$ cat src/hw/rtl/cses_pkg.sv
`default_nettype none
package cses_pkg;

  // table geometry
  localparam int TABLE_ENTRIES = 3;
  localparam int MAX_ENTRIES   = 8;
  localparam int CFG_IDX_W     = (TABLE_ENTRIES > 1) ? $clog2(TABLE_ENTRIES) : 1;
  localparam int ENTRY_W       = 64;
  localparam int IDX_W         = 3;

  // packing of one table entry word
  localparam int ID_W       = 29;
  localparam int START_LSB  = 29;
  localparam int START_W    = 3;
  localparam int LENC_LSB   = 32;
  localparam int LENC_W     = 2;
  localparam int SCALE_LSB  = 34;
  localparam int SCALE_W    = 20;
  localparam int OFFSET_LSB = 54;
  localparam int OFFSET_W   = 10;

  // fixed point
  localparam int FRAC_W = 16;
  localparam int RAW_W  = 32;
  localparam int PROD_W = RAW_W + SCALE_W;
  localparam int SUM_W  = PROD_W + 2;
  localparam int QUO_W  = SUM_W - FRAC_W;
  localparam int VAL_W  = 32;
  localparam int CNT_W  = 32;

  // queue between front and back
  localparam int QUEUE_DEPTH = 2;
  localparam int QPTR_W      = (QUEUE_DEPTH > 1) ? $clog2(QUEUE_DEPTH) : 1;
  localparam int QCNT_W      = $clog2(QUEUE_DEPTH + 1);

  localparam logic [ENTRY_W-1:0] ENTRY_RESET [MAX_ENTRIES] = '{
    64'h0001000200000100, 64'hF604000140000101, 64'h0000666A80000102,
    64'h0, 64'h0, 64'h0, 64'h0, 64'h0
  };

  typedef enum logic [1:0] {
    ST_ROUTED    = 2'd0,
    ST_NO_MATCH  = 2'd1,
    ST_DLC_SHORT = 2'd2,
    ST_CLEARED   = 2'd3
  } status_t;

  typedef enum logic [LENC_W-1:0] {
    LEN_NONE = 2'd0,
    LEN_ONE  = 2'd1,
    LEN_TWO  = 2'd2,
    LEN_FOUR = 2'd3
  } lencode_t;

  // classified request handed from front to back
  typedef struct packed {
    status_t                     status;
    logic [IDX_W-1:0]            idx;
    logic [RAW_W-1:0]            raw;
    logic [SCALE_W-1:0]          scale;
    logic signed [OFFSET_W-1:0]  offset;
  } job_t;

  // byte count of a length code
  function automatic logic [2:0] len_bytes(input lencode_t lc);
    logic [2:0] n;
    unique case (lc)
      LEN_NONE: n = 3'd0;
      LEN_ONE:  n = 3'd1;
      LEN_TWO:  n = 3'd2;
      LEN_FOUR: n = 3'd4;
      default:  n = 3'd0;
    endcase
    return n;
  endfunction

  // mask for the raw value of a length code
  function automatic logic [RAW_W-1:0] len_mask(input lencode_t lc);
    logic [RAW_W-1:0] m;
    unique case (lc)
      LEN_NONE: m = 32'h0000_0000;
      LEN_ONE:  m = 32'h0000_00FF;
      LEN_TWO:  m = 32'h0000_FFFF;
      LEN_FOUR: m = 32'hFFFF_FFFF;
      default:  m = 32'h0000_0000;
    endcase
    return m;
  endfunction

endpackage
`default_nettype wire

$ cat src/hw/rtl/cses_if.sv
`default_nettype none
// frame channel
interface cses_frame_if;
  logic        valid;
  logic        ready;
  logic        action;
  logic [28:0] frame_id;
  logic [3:0]  frame_dlc;
  logic [63:0] frame_data;

  modport source (output valid, action, frame_id, frame_dlc, frame_data, input ready);
  modport sink   (input valid, action, frame_id, frame_dlc, frame_data, output ready);
endinterface

// result channel
interface cses_result_if;
  logic               valid;
  logic               ready;
  logic [1:0]         status;
  logic [2:0]         signal_index;
  logic signed [31:0] scaled_value;
  logic [31:0]        count_processed;
  logic [31:0]        count_dropped;
  logic [31:0]        count_routed;

  modport source (output valid, status, signal_index, scaled_value, count_processed,
                  count_dropped, count_routed, input ready);
  modport sink   (input valid, status, signal_index, scaled_value, count_processed,
                  count_dropped, count_routed, output ready);
endinterface
`default_nettype wire

$ cat src/hw/rtl/can_signal_extract_scale_unit.sv
`default_nettype none
// CAN signal extraction with linear scaling. Each frame request is matched against the
// signal table (lowest matching entry wins), its raw value is taken little-endian from
// the data bytes, and routed values come out as raw * scale + offset in Q16, rounded
// by adding one half, truncated toward zero and saturated to signed 32 bits, together
// with the processed, dropped and routed counters. One frame is accepted per clock
// cycle; the request is classified and written into a two-entry queue at the accepting
// edge, then passes one multiply stage and the offset/saturate stage into the output
// register. The front stalls only when the queue is full, which happens only while the
// output is held. Table entries reset to their defaults at once; no clearing pass.
module can_signal_extract_scale_unit (
  input  wire logic                           clk,
  input  wire logic                           rst,
  input  wire logic                           cfg_we,
  input  wire logic [cses_pkg::CFG_IDX_W-1:0] cfg_index,
  input  wire logic [cses_pkg::ENTRY_W-1:0]   cfg_data,
  cses_frame_if.sink                          frame_ch,
  cses_result_if.source                       result_ch
);

  logic           push;
  logic           pop;
  logic           full;
  logic           head_valid;
  cses_pkg::job_t wr_job;
  cses_pkg::job_t head;

  cses_front u_front (
    .clk        (clk),
    .rst        (rst),
    .cfg_we     (cfg_we),
    .cfg_index  (cfg_index),
    .cfg_data   (cfg_data),
    .frame_ch   (frame_ch),
    .queue_full (full),
    .push       (push),
    .job        (wr_job)
  );

  cses_queue u_queue (
    .clk        (clk),
    .rst        (rst),
    .push       (push),
    .wr_job     (wr_job),
    .pop        (pop),
    .full       (full),
    .head_valid (head_valid),
    .head       (head)
  );

  cses_back u_back (
    .clk        (clk),
    .rst        (rst),
    .head_valid (head_valid),
    .head       (head),
    .pop        (pop),
    .result_ch  (result_ch)
  );

endmodule
`default_nettype wire

$ cat src/hw/rtl/cses_front.sv
`default_nettype none
module cses_front (
  input  wire logic                          clk,
  input  wire logic                          rst,
  input  wire logic                          cfg_we,
  input  wire logic [cses_pkg::CFG_IDX_W-1:0] cfg_index,
  input  wire logic [cses_pkg::ENTRY_W-1:0]   cfg_data,
  cses_frame_if.sink                         frame_ch,
  input  wire logic                          queue_full,
  output logic                               push,
  output cses_pkg::job_t                     job
);

  logic [cses_pkg::ENTRY_W-1:0] entry [cses_pkg::TABLE_ENTRIES];

  // hold the signal table; out-of-range indexes fall through
  always_ff @(posedge clk) begin
    if (rst) begin
      for (int i = 0; i < cses_pkg::TABLE_ENTRIES; i++) begin
        entry[i] <= cses_pkg::ENTRY_RESET[i];
      end
    end else if (cfg_we) begin
      for (int i = 0; i < cses_pkg::TABLE_ENTRIES; i++) begin
        if (32'(cfg_index) == i) begin
          entry[i] <= cfg_data;
        end
      end
    end
  end

  assign frame_ch.ready = !queue_full;
  assign push           = frame_ch.valid && !queue_full;

  logic                           found;
  logic [cses_pkg::IDX_W-1:0]     hit_idx;
  logic [cses_pkg::ENTRY_W-1:0]   hit_word;
  logic [cses_pkg::START_W-1:0]   start;
  cses_pkg::lencode_t             lc;
  logic [4:0]                     need;
  logic [63:0]                    shifted;

  // match the identifier; the lowest entry wins
  always_comb begin
    found    = 1'b0;
    hit_idx  = '0;
    hit_word = '0;
    for (int i = cses_pkg::TABLE_ENTRIES - 1; i >= 0; i--) begin
      if (entry[i][cses_pkg::ID_W-1:0] == frame_ch.frame_id) begin
        found    = 1'b1;
        hit_idx  = cses_pkg::IDX_W'(i);
        hit_word = entry[i];
      end
    end
  end

  // extract the raw value and classify the request
  always_comb begin
    start   = hit_word[cses_pkg::START_LSB +: cses_pkg::START_W];
    lc      = cses_pkg::lencode_t'(hit_word[cses_pkg::LENC_LSB +: cses_pkg::LENC_W]);
    need    = {2'b00, start} + {2'b00, cses_pkg::len_bytes(lc)};
    shifted = frame_ch.frame_data >> {start, 3'b000};

    job.raw    = shifted[cses_pkg::RAW_W-1:0] & cses_pkg::len_mask(lc);
    job.scale  = hit_word[cses_pkg::SCALE_LSB +: cses_pkg::SCALE_W];
    job.offset = hit_word[cses_pkg::OFFSET_LSB +: cses_pkg::OFFSET_W];
    job.idx    = found ? hit_idx : '0;
    priority if (frame_ch.action) begin
      job.status = cses_pkg::ST_CLEARED;
      job.idx    = '0;
    end else if (!found) begin
      job.status = cses_pkg::ST_NO_MATCH;
    end else if ({1'b0, frame_ch.frame_dlc} < need) begin
      job.status = cses_pkg::ST_DLC_SHORT;
    end else begin
      job.status = cses_pkg::ST_ROUTED;
    end
  end

endmodule
`default_nettype wire

$ cat src/hw/rtl/cses_queue.sv
`default_nettype none
module cses_queue (
  input  wire logic  clk,
  input  wire logic  rst,
  input  wire logic  push,
  input  wire cses_pkg::job_t wr_job,
  input  wire logic  pop,
  output logic       full,
  output logic       head_valid,
  output cses_pkg::job_t head
);

  cses_pkg::job_t                slot [cses_pkg::QUEUE_DEPTH];
  logic [cses_pkg::QPTR_W-1:0]   wr_ptr;
  logic [cses_pkg::QPTR_W-1:0]   rd_ptr;
  logic [cses_pkg::QCNT_W-1:0]   count;

  assign full       = (count == cses_pkg::QCNT_W'(cses_pkg::QUEUE_DEPTH));
  assign head_valid = (count != '0);
  assign head       = slot[rd_ptr];

  // store pushed requests
  always_ff @(posedge clk) begin
    if (push) begin
      slot[wr_ptr] <= wr_job;
    end
  end

  // advance pointers and fill count
  always_ff @(posedge clk) begin
    if (rst) begin
      wr_ptr <= '0;
      rd_ptr <= '0;
      count  <= '0;
    end else begin
      if (push) begin
        wr_ptr <= (wr_ptr == cses_pkg::QPTR_W'(cses_pkg::QUEUE_DEPTH - 1)) ? '0 : wr_ptr + 1'b1;
      end
      if (pop) begin
        rd_ptr <= (rd_ptr == cses_pkg::QPTR_W'(cses_pkg::QUEUE_DEPTH - 1)) ? '0 : rd_ptr + 1'b1;
      end
      unique case ({push, pop})
        2'b10:   count <= count + 1'b1;
        2'b01:   count <= count - 1'b1;
        default: count <= count;
      endcase
    end
  end

endmodule
`default_nettype wire

$ cat src/hw/rtl/cses_back.sv
`default_nettype none
module cses_back (
  input  wire logic      clk,
  input  wire logic      rst,
  input  wire logic      head_valid,
  input  wire cses_pkg::job_t head,
  output logic           pop,
  cses_result_if.source  result_ch
);

  // multiply stage
  logic                              s1_valid;
  cses_pkg::status_t                 s1_status;
  logic [cses_pkg::IDX_W-1:0]        s1_idx;
  logic signed [cses_pkg::OFFSET_W-1:0] s1_offset;
  logic [cses_pkg::PROD_W-1:0]       s1_prod;

  logic out_load;
  logic s1_load;

  assign out_load = s1_valid && (!result_ch.valid || result_ch.ready);
  assign s1_load  = !s1_valid || out_load;
  assign pop      = head_valid && s1_load;

  always_ff @(posedge clk) begin
    if (rst) begin
      s1_valid <= 1'b0;
    end else if (s1_load) begin
      s1_valid <= head_valid;
    end
  end

  always_ff @(posedge clk) begin
    if (pop) begin
      s1_status <= head.status;
      s1_idx    <= head.idx;
      s1_offset <= head.offset;
      s1_prod   <= cses_pkg::PROD_W'(head.raw) * cses_pkg::PROD_W'(head.scale);
    end
  end

  // add offset and one half, truncate toward zero, saturate
  logic signed [cses_pkg::SUM_W-1:0] sum;
  logic signed [cses_pkg::QUO_W-1:0] quo;
  logic signed [cses_pkg::VAL_W-1:0] sat;

  always_comb begin
    sum = $signed({2'b00, s1_prod})
        + $signed({{(cses_pkg::SUM_W - cses_pkg::OFFSET_W - cses_pkg::FRAC_W)
                    {s1_offset[cses_pkg::OFFSET_W-1]}},
                   s1_offset, {cses_pkg::FRAC_W{1'b0}}})
        + $signed(cses_pkg::SUM_W'(1) <<< (cses_pkg::FRAC_W - 1));
    quo = sum[cses_pkg::SUM_W-1:cses_pkg::FRAC_W];
    if (sum[cses_pkg::SUM_W-1] && (sum[cses_pkg::FRAC_W-1:0] != '0)) begin
      quo = quo + 1'b1;
    end
    priority if ((quo[cses_pkg::QUO_W-1:cses_pkg::VAL_W-1] == '0) ||
                 (quo[cses_pkg::QUO_W-1:cses_pkg::VAL_W-1] == '1)) begin
      sat = quo[cses_pkg::VAL_W-1:0];
    end else if (quo[cses_pkg::QUO_W-1]) begin
      sat = {1'b1, {(cses_pkg::VAL_W-1){1'b0}}};
    end else begin
      sat = {1'b0, {(cses_pkg::VAL_W-1){1'b1}}};
    end
  end

  // statistics counters
  logic [cses_pkg::CNT_W-1:0] processed, dropped, routed;
  logic [cses_pkg::CNT_W-1:0] processed_next, dropped_next, routed_next;

  always_comb begin
    processed_next = processed;
    dropped_next   = dropped;
    routed_next    = routed;
    unique case (s1_status)
      cses_pkg::ST_CLEARED: begin
        processed_next = '0;
        dropped_next   = '0;
        routed_next    = '0;
      end
      cses_pkg::ST_ROUTED: begin
        processed_next = processed + 1'b1;
        routed_next    = routed + 1'b1;
      end
      default: begin
        processed_next = processed + 1'b1;
        dropped_next   = dropped + 1'b1;
      end
    endcase
  end

  always_ff @(posedge clk) begin
    if (rst) begin
      processed <= '0;
      dropped   <= '0;
      routed    <= '0;
    end else if (out_load) begin
      processed <= processed_next;
      dropped   <= dropped_next;
      routed    <= routed_next;
    end
  end

  // output register; hold until taken
  always_ff @(posedge clk) begin
    if (rst) begin
      result_ch.valid <= 1'b0;
    end else if (out_load) begin
      result_ch.valid <= 1'b1;
    end else if (result_ch.ready) begin
      result_ch.valid <= 1'b0;
    end
  end

  always_ff @(posedge clk) begin
    if (out_load) begin
      result_ch.status          <= s1_status;
      result_ch.signal_index    <= s1_idx;
      result_ch.scaled_value    <= (s1_status == cses_pkg::ST_ROUTED) ? sat : '0;
      result_ch.count_processed <= processed_next;
      result_ch.count_dropped   <= dropped_next;
      result_ch.count_routed    <= routed_next;
    end
  end

endmodule
`default_nettype wire

$ cat src/flat_wrapper.sv
// flat-port wrapper written by rule: the top's interface ports become plain ports
module can_signal_extract_scale_unit_flat 
  (clk, rst, cfg_we, cfg_index, cfg_data, frame_ch_valid, frame_ch_action, frame_ch_frame_id, frame_ch_frame_dlc, frame_ch_frame_data, frame_ch_ready, result_ch_valid, result_ch_status, result_ch_signal_index, result_ch_scaled_value, result_ch_count_processed, result_ch_count_dropped, result_ch_count_routed, result_ch_ready);
  cses_frame_if frame_ch_i ();
  cses_result_if result_ch_i ();
  input  wire logic clk;
  input  wire logic rst;
  input  wire logic cfg_we;
  input  wire logic [cses_pkg::CFG_IDX_W-1:0] cfg_index;
  input  wire logic [cses_pkg::ENTRY_W-1:0] cfg_data;
  input wire logic [$bits(frame_ch_i.valid)-1:0] frame_ch_valid;
  input wire logic [$bits(frame_ch_i.action)-1:0] frame_ch_action;
  input wire logic [$bits(frame_ch_i.frame_id)-1:0] frame_ch_frame_id;
  input wire logic [$bits(frame_ch_i.frame_dlc)-1:0] frame_ch_frame_dlc;
  input wire logic [$bits(frame_ch_i.frame_data)-1:0] frame_ch_frame_data;
  output wire logic [$bits(frame_ch_i.ready)-1:0] frame_ch_ready;
  output wire logic [$bits(result_ch_i.valid)-1:0] result_ch_valid;
  output wire logic [$bits(result_ch_i.status)-1:0] result_ch_status;
  output wire logic [$bits(result_ch_i.signal_index)-1:0] result_ch_signal_index;
  output wire logic [$bits(result_ch_i.scaled_value)-1:0] result_ch_scaled_value;
  output wire logic [$bits(result_ch_i.count_processed)-1:0] result_ch_count_processed;
  output wire logic [$bits(result_ch_i.count_dropped)-1:0] result_ch_count_dropped;
  output wire logic [$bits(result_ch_i.count_routed)-1:0] result_ch_count_routed;
  input wire logic [$bits(result_ch_i.ready)-1:0] result_ch_ready;
  assign frame_ch_i.valid = frame_ch_valid;
  assign frame_ch_i.action = frame_ch_action;
  assign frame_ch_i.frame_id = frame_ch_frame_id;
  assign frame_ch_i.frame_dlc = frame_ch_frame_dlc;
  assign frame_ch_i.frame_data = frame_ch_frame_data;
  assign frame_ch_ready = frame_ch_i.ready;
  assign result_ch_valid = result_ch_i.valid;
  assign result_ch_status = result_ch_i.status;
  assign result_ch_signal_index = result_ch_i.signal_index;
  assign result_ch_scaled_value = result_ch_i.scaled_value;
  assign result_ch_count_processed = result_ch_i.count_processed;
  assign result_ch_count_dropped = result_ch_i.count_dropped;
  assign result_ch_count_routed = result_ch_i.count_routed;
  assign result_ch_i.ready = result_ch_ready;
  can_signal_extract_scale_unit u_core (.clk(clk), .rst(rst), .cfg_we(cfg_we), .cfg_index(cfg_index), .cfg_data(cfg_data), .frame_ch(frame_ch_i), .result_ch(result_ch_i));
endmodule
$ cat config.mk
export PLATFORM = sky130hd
export DESIGN_NAME = can_signal_extract_scale_unit_flat
export DESIGN_NICKNAME = d
export VERILOG_FILES = /design/src/hw/rtl/cses_pkg.sv /design/src/hw/rtl/cses_if.sv /design/src/hw/rtl/can_signal_extract_scale_unit.sv /design/src/hw/rtl/cses_front.sv /design/src/hw/rtl/cses_queue.sv /design/src/hw/rtl/cses_back.sv /design/src/flat_wrapper.sv
export SDC_FILE = /design/constraint.sdc
export NUM_CORES = 2
export LEC_CHECK = 0
export ABC_CLOCK_PERIOD_IN_PS = 12600
export BUFFER_PORTS_ARGS = -buffer_cell sky130_fd_sc_hd__clkbuf_2
export CORE_MARGIN = 3
export CORE_UTILIZATION = 60
export DETAILED_ROUTE_END_ITERATION = 8
export PLACE_DENSITY = 0.79
export SLEW_MARGIN = 20
export SYNTH_ARGS = -nofsm -noshare
export SYNTH_HDL_FRONTEND = slang
export SYNTH_SLANG_ARGS = --single-unit
$ cat constraint.sdc
create_clock -name clk -period 12.6 [get_ports clk]
set_input_delay 1.89 -clock clk [delete_from_list [all_inputs] [get_ports clk]]
set_output_delay 1.89 -clock clk [all_outputs]
set_load 0.02 [all_outputs]
==> impl_metrics.tcl <==
set metrics [dict create \
    setup_viol 0 \
    ys.flop_type "edfxtp_1" \
    synth_common_cells "nand2_1, inv_1, fa_1, nor2_1, edfxtp_1" \
    cts_hold_buffers 0 \
    ys_async_sr_fraction 0 \
    critical_path_arrival_ns 10.37 \
    synth.cell_area_sq_um 50400 \
    pin_count 304 \
    avgViaCountPerCell 5.84 \
    holdCritPathClass "flop to flop" \
    cts_made_buffers 67 \
    yosysMostFrequentCell "nand2_1" \
    core_sq_um 82600 \
    grt_max_degree 140 \
    dieArea_sq_um 87600 \
    dp_hpwl_mm 93.8 \
    min-delay-start "u_core.u_back.s1_idx[0]$_DFFE_PP_" \
    gr-total-overflow 0 \
    synth-seq-cells 625 \
    gp_congestion 0.944 \
    syn_to_final_growth_pct 9.77 \
    start_util 0.610 \
    synth.top_cell.area_share 0.311 \
    layout-drive-gt1-share 0.124 \
    fill_cells 6300 \
    yosys_warnings 0 \
    synthTopCellsByArea "edfxtp_1, fa_1, ha_1, nand2_1, inv_1" \
    clkTransAtPathRegs_ns 0.06 \
    hold_depth 0 \
    syn_inst 5026 \
    fin_tns_setup_ns 0 \
    relSlewSlack 0.231 \
    post_cts_buffers 0 \
    worst-slew-pin-transition_ns 1.15 \
    clock_skew_ns 0.0469 \
    wl_per_cell_um 20.0 \
    finalHoldViolCount 0 \
    grt_pass1_vias 37364 \
    synth_nets 5945 \
    cts_sinks 625 \
    drc 0 \
    cts_buffer_depth 3 \
    worstRegToRegCells 26 \
    yosysTopAreaCell "edfxtp_1" \
    die_h_um 296 \
    gr-usage-all-layers 0.294 \
    ff2ff_setup_slack_ns 2.55 \
    nets 6154 \
    cp-end-kind "flop" \
    postRouteAntennaNets 0 \
    ys_seq_area_frac 0.352 \
    grt_pass1_wl_mm 202 \
    vias 37113 \
    min_period_ns 10.05 \
    antenna_found_initial 1 \
    max_freq_mhz 99.5 \
    cts_tree "done" \
    io_buffers 302 \
    synth.avg_cell_area_sq_um 10.0 \
    synth_edf_count 522 \
    synth_cell_types 97 \
    crit_fanout 68 \
    status "complete, no violations" \
    h-tree-depth 3 \
    rsz0062_at_grt "no" \
    period_share 0.798 \
    drt_iter0_drc 3168 \
    rows 105 \
    routed_wl_mm 127 \
    die_x_um 296 \
    drt-pass1-iter-count 5 \
    timing.rr.end "u_core.u_back.s1_prod[49]$_DFFE_PP_" \
    min_to "u_core.u_back.result_ch.signal_index[0]$_DFFE_PP_" \
    worstSetupPathType "flop to flop" \
    cts_resized 0 \
    clock_latency_ns 0.63 \
    max_cap_violations 0 \
    root_buffer "clkbuf_16" \
    cp-start-kind "flop" \
    critPathRequiredTime_ns 12.92 \
    drv_slew 0 \
]
## worst max path at each step
stage / start / to / slack (ns) / depth (start not counted)
after floorplan: flop / u_core.u_back.s1_prod[49]$_DFFE_PP_ / 3.55 / 29
after global placement: flop / u_core.u_back.s1_prod[49]$_DFFE_PP_ / 2.87 / 27
after detailed placement: flop / u_core.u_back.s1_prod[49]$_DFFE_PP_ / 2.71 / 27
after CTS: flop / u_core.u_back.s1_prod[49]$_DFFE_PP_ / 2.62 / 27
after global routing: flop / u_core.u_back.s1_prod[49]$_DFFE_PP_ / 1.86 / 27
final: flop / u_core.u_back.s1_prod[49]$_DFFE_PP_ / 2.55 / 26
## logic make-up (layout without fill, tap and decap cells)
family	after synthesis	count (layout)	share of synthesized area
other	1	2	0.0000743
AOI/OAI and AO/OA	605	605	0.0773
and+or+nand+nor	1730	1730	0.151
muxes	209	209	0.0467
DFF	625	625	0.352
adders and majority gates	750	750	0.266
xor gates and xnor gates	237	237	0.0412
buffers and inverters	869	1128	0.0657
## stage by stage
| step | utilization | hold slack (ns) | instances | setup slack (ns) | area, sq um |
|---|---|---|---|---|---|
| 6_report | 0.670 | 0.427 | 6356 | 2.55 | 55400 |
| 5_1_grt | 0.670 | 0.443 | 6356 | 1.86 | 55400 |
| 4_1_cts | 0.670 | 0.427 | 6355 | 2.62 | 55400 |
| 3_5_place_dp | 0.642 | 0.412 | 6236 | 2.71 | 53000 |
| 3_3_place_gp | 0.642 | 0.406 | 6236 | 2.87 | 53000 |
| 2_1_floorplan | - | 0.400 | 5026 | 3.55 | 50400 |
## worst max-delay path, stage by stage, from the launching register on
cell and delay, ns:
dfxtp_4 0.85, buf_12 0.42, mux2i_1 0.91, nor2_1 0.17, fa_1 0.53, fa_1 0.54, inv_1 0.06, fa_1 0.54
inv_1 0.06, fa_1 0.53, fa_1 0.45, fa_1 0.55, inv_1 0.06, fa_1 0.54, inv_1 0.05, ha_1 0.33
a21oi_1 0.21, o31ai_1 0.10, a21oi_1 0.14, o211ai_1 0.19, a21bo_2 0.29, a311o_1 0.38, a2111oi_0 0.61, o211ai_1 0.26
a311oi_1 0.54, or4b_2 0.24, o2111ai_1 0.11
## layer usage
metal | track usage | up-vias | wire length (um)
li1 | - | 17057 | -
met1 | 0.392 | 17995 | 51000
met2 | 0.476 | 1714 | 59100
met3 | 0.0615 | 347 | 11400
met4 | 0.117 | 0 | 5590
met5 | 0.000542 | - | 0
## final cells by class
cell class,instances,area [sq um],area share
Inverter,655,2470,0.0445
Clock inverter,41,574,0.0104
Multi-Input combinational cell,3532,29600,0.534
Timing Repair Buffer,354,1920,0.0347
Clock buffer,78,1760,0.0318
Sequential cell,625,17700,0.320
Antenna cell,1,2.50,0.0000452
Tap cell,1070,1340,0.0242
## sequential cells by signal, indices dropped and copies added (netlist names), 10 cells and up, named ones only
register	count
u_core.u_back.dropped	32
u_core.u_back.processed	32
u_core.u_back.result_ch.count_dropped	32
u_core.u_back.result_ch.count_processed	32
u_core.u_back.result_ch.count_routed	32
u_core.u_back.result_ch.scaled_value	32
u_core.u_back.routed	32
u_core.u_back.s1_offset	10
u_core.u_back.s1_prod	52
u_core.u_front.entry	192
u_core.u_queue.slot	132
## cell usage in the layout, fill, tap and decap left out, drive strengths merged, types with 103 or more instances in the layout
cell	n
a21oi	211
o21ai	157
nor2	538
nand3	117
ha	212
inv	657
xnor2	139
nand2	686
mux2	111
dfxtp	103
fa	538
clkbuf	379
edfxtp	522
Power is left out: the tool's default activity adds up to more than one toggle a clock period on the data nets, which glitch-free logic cannot reach.
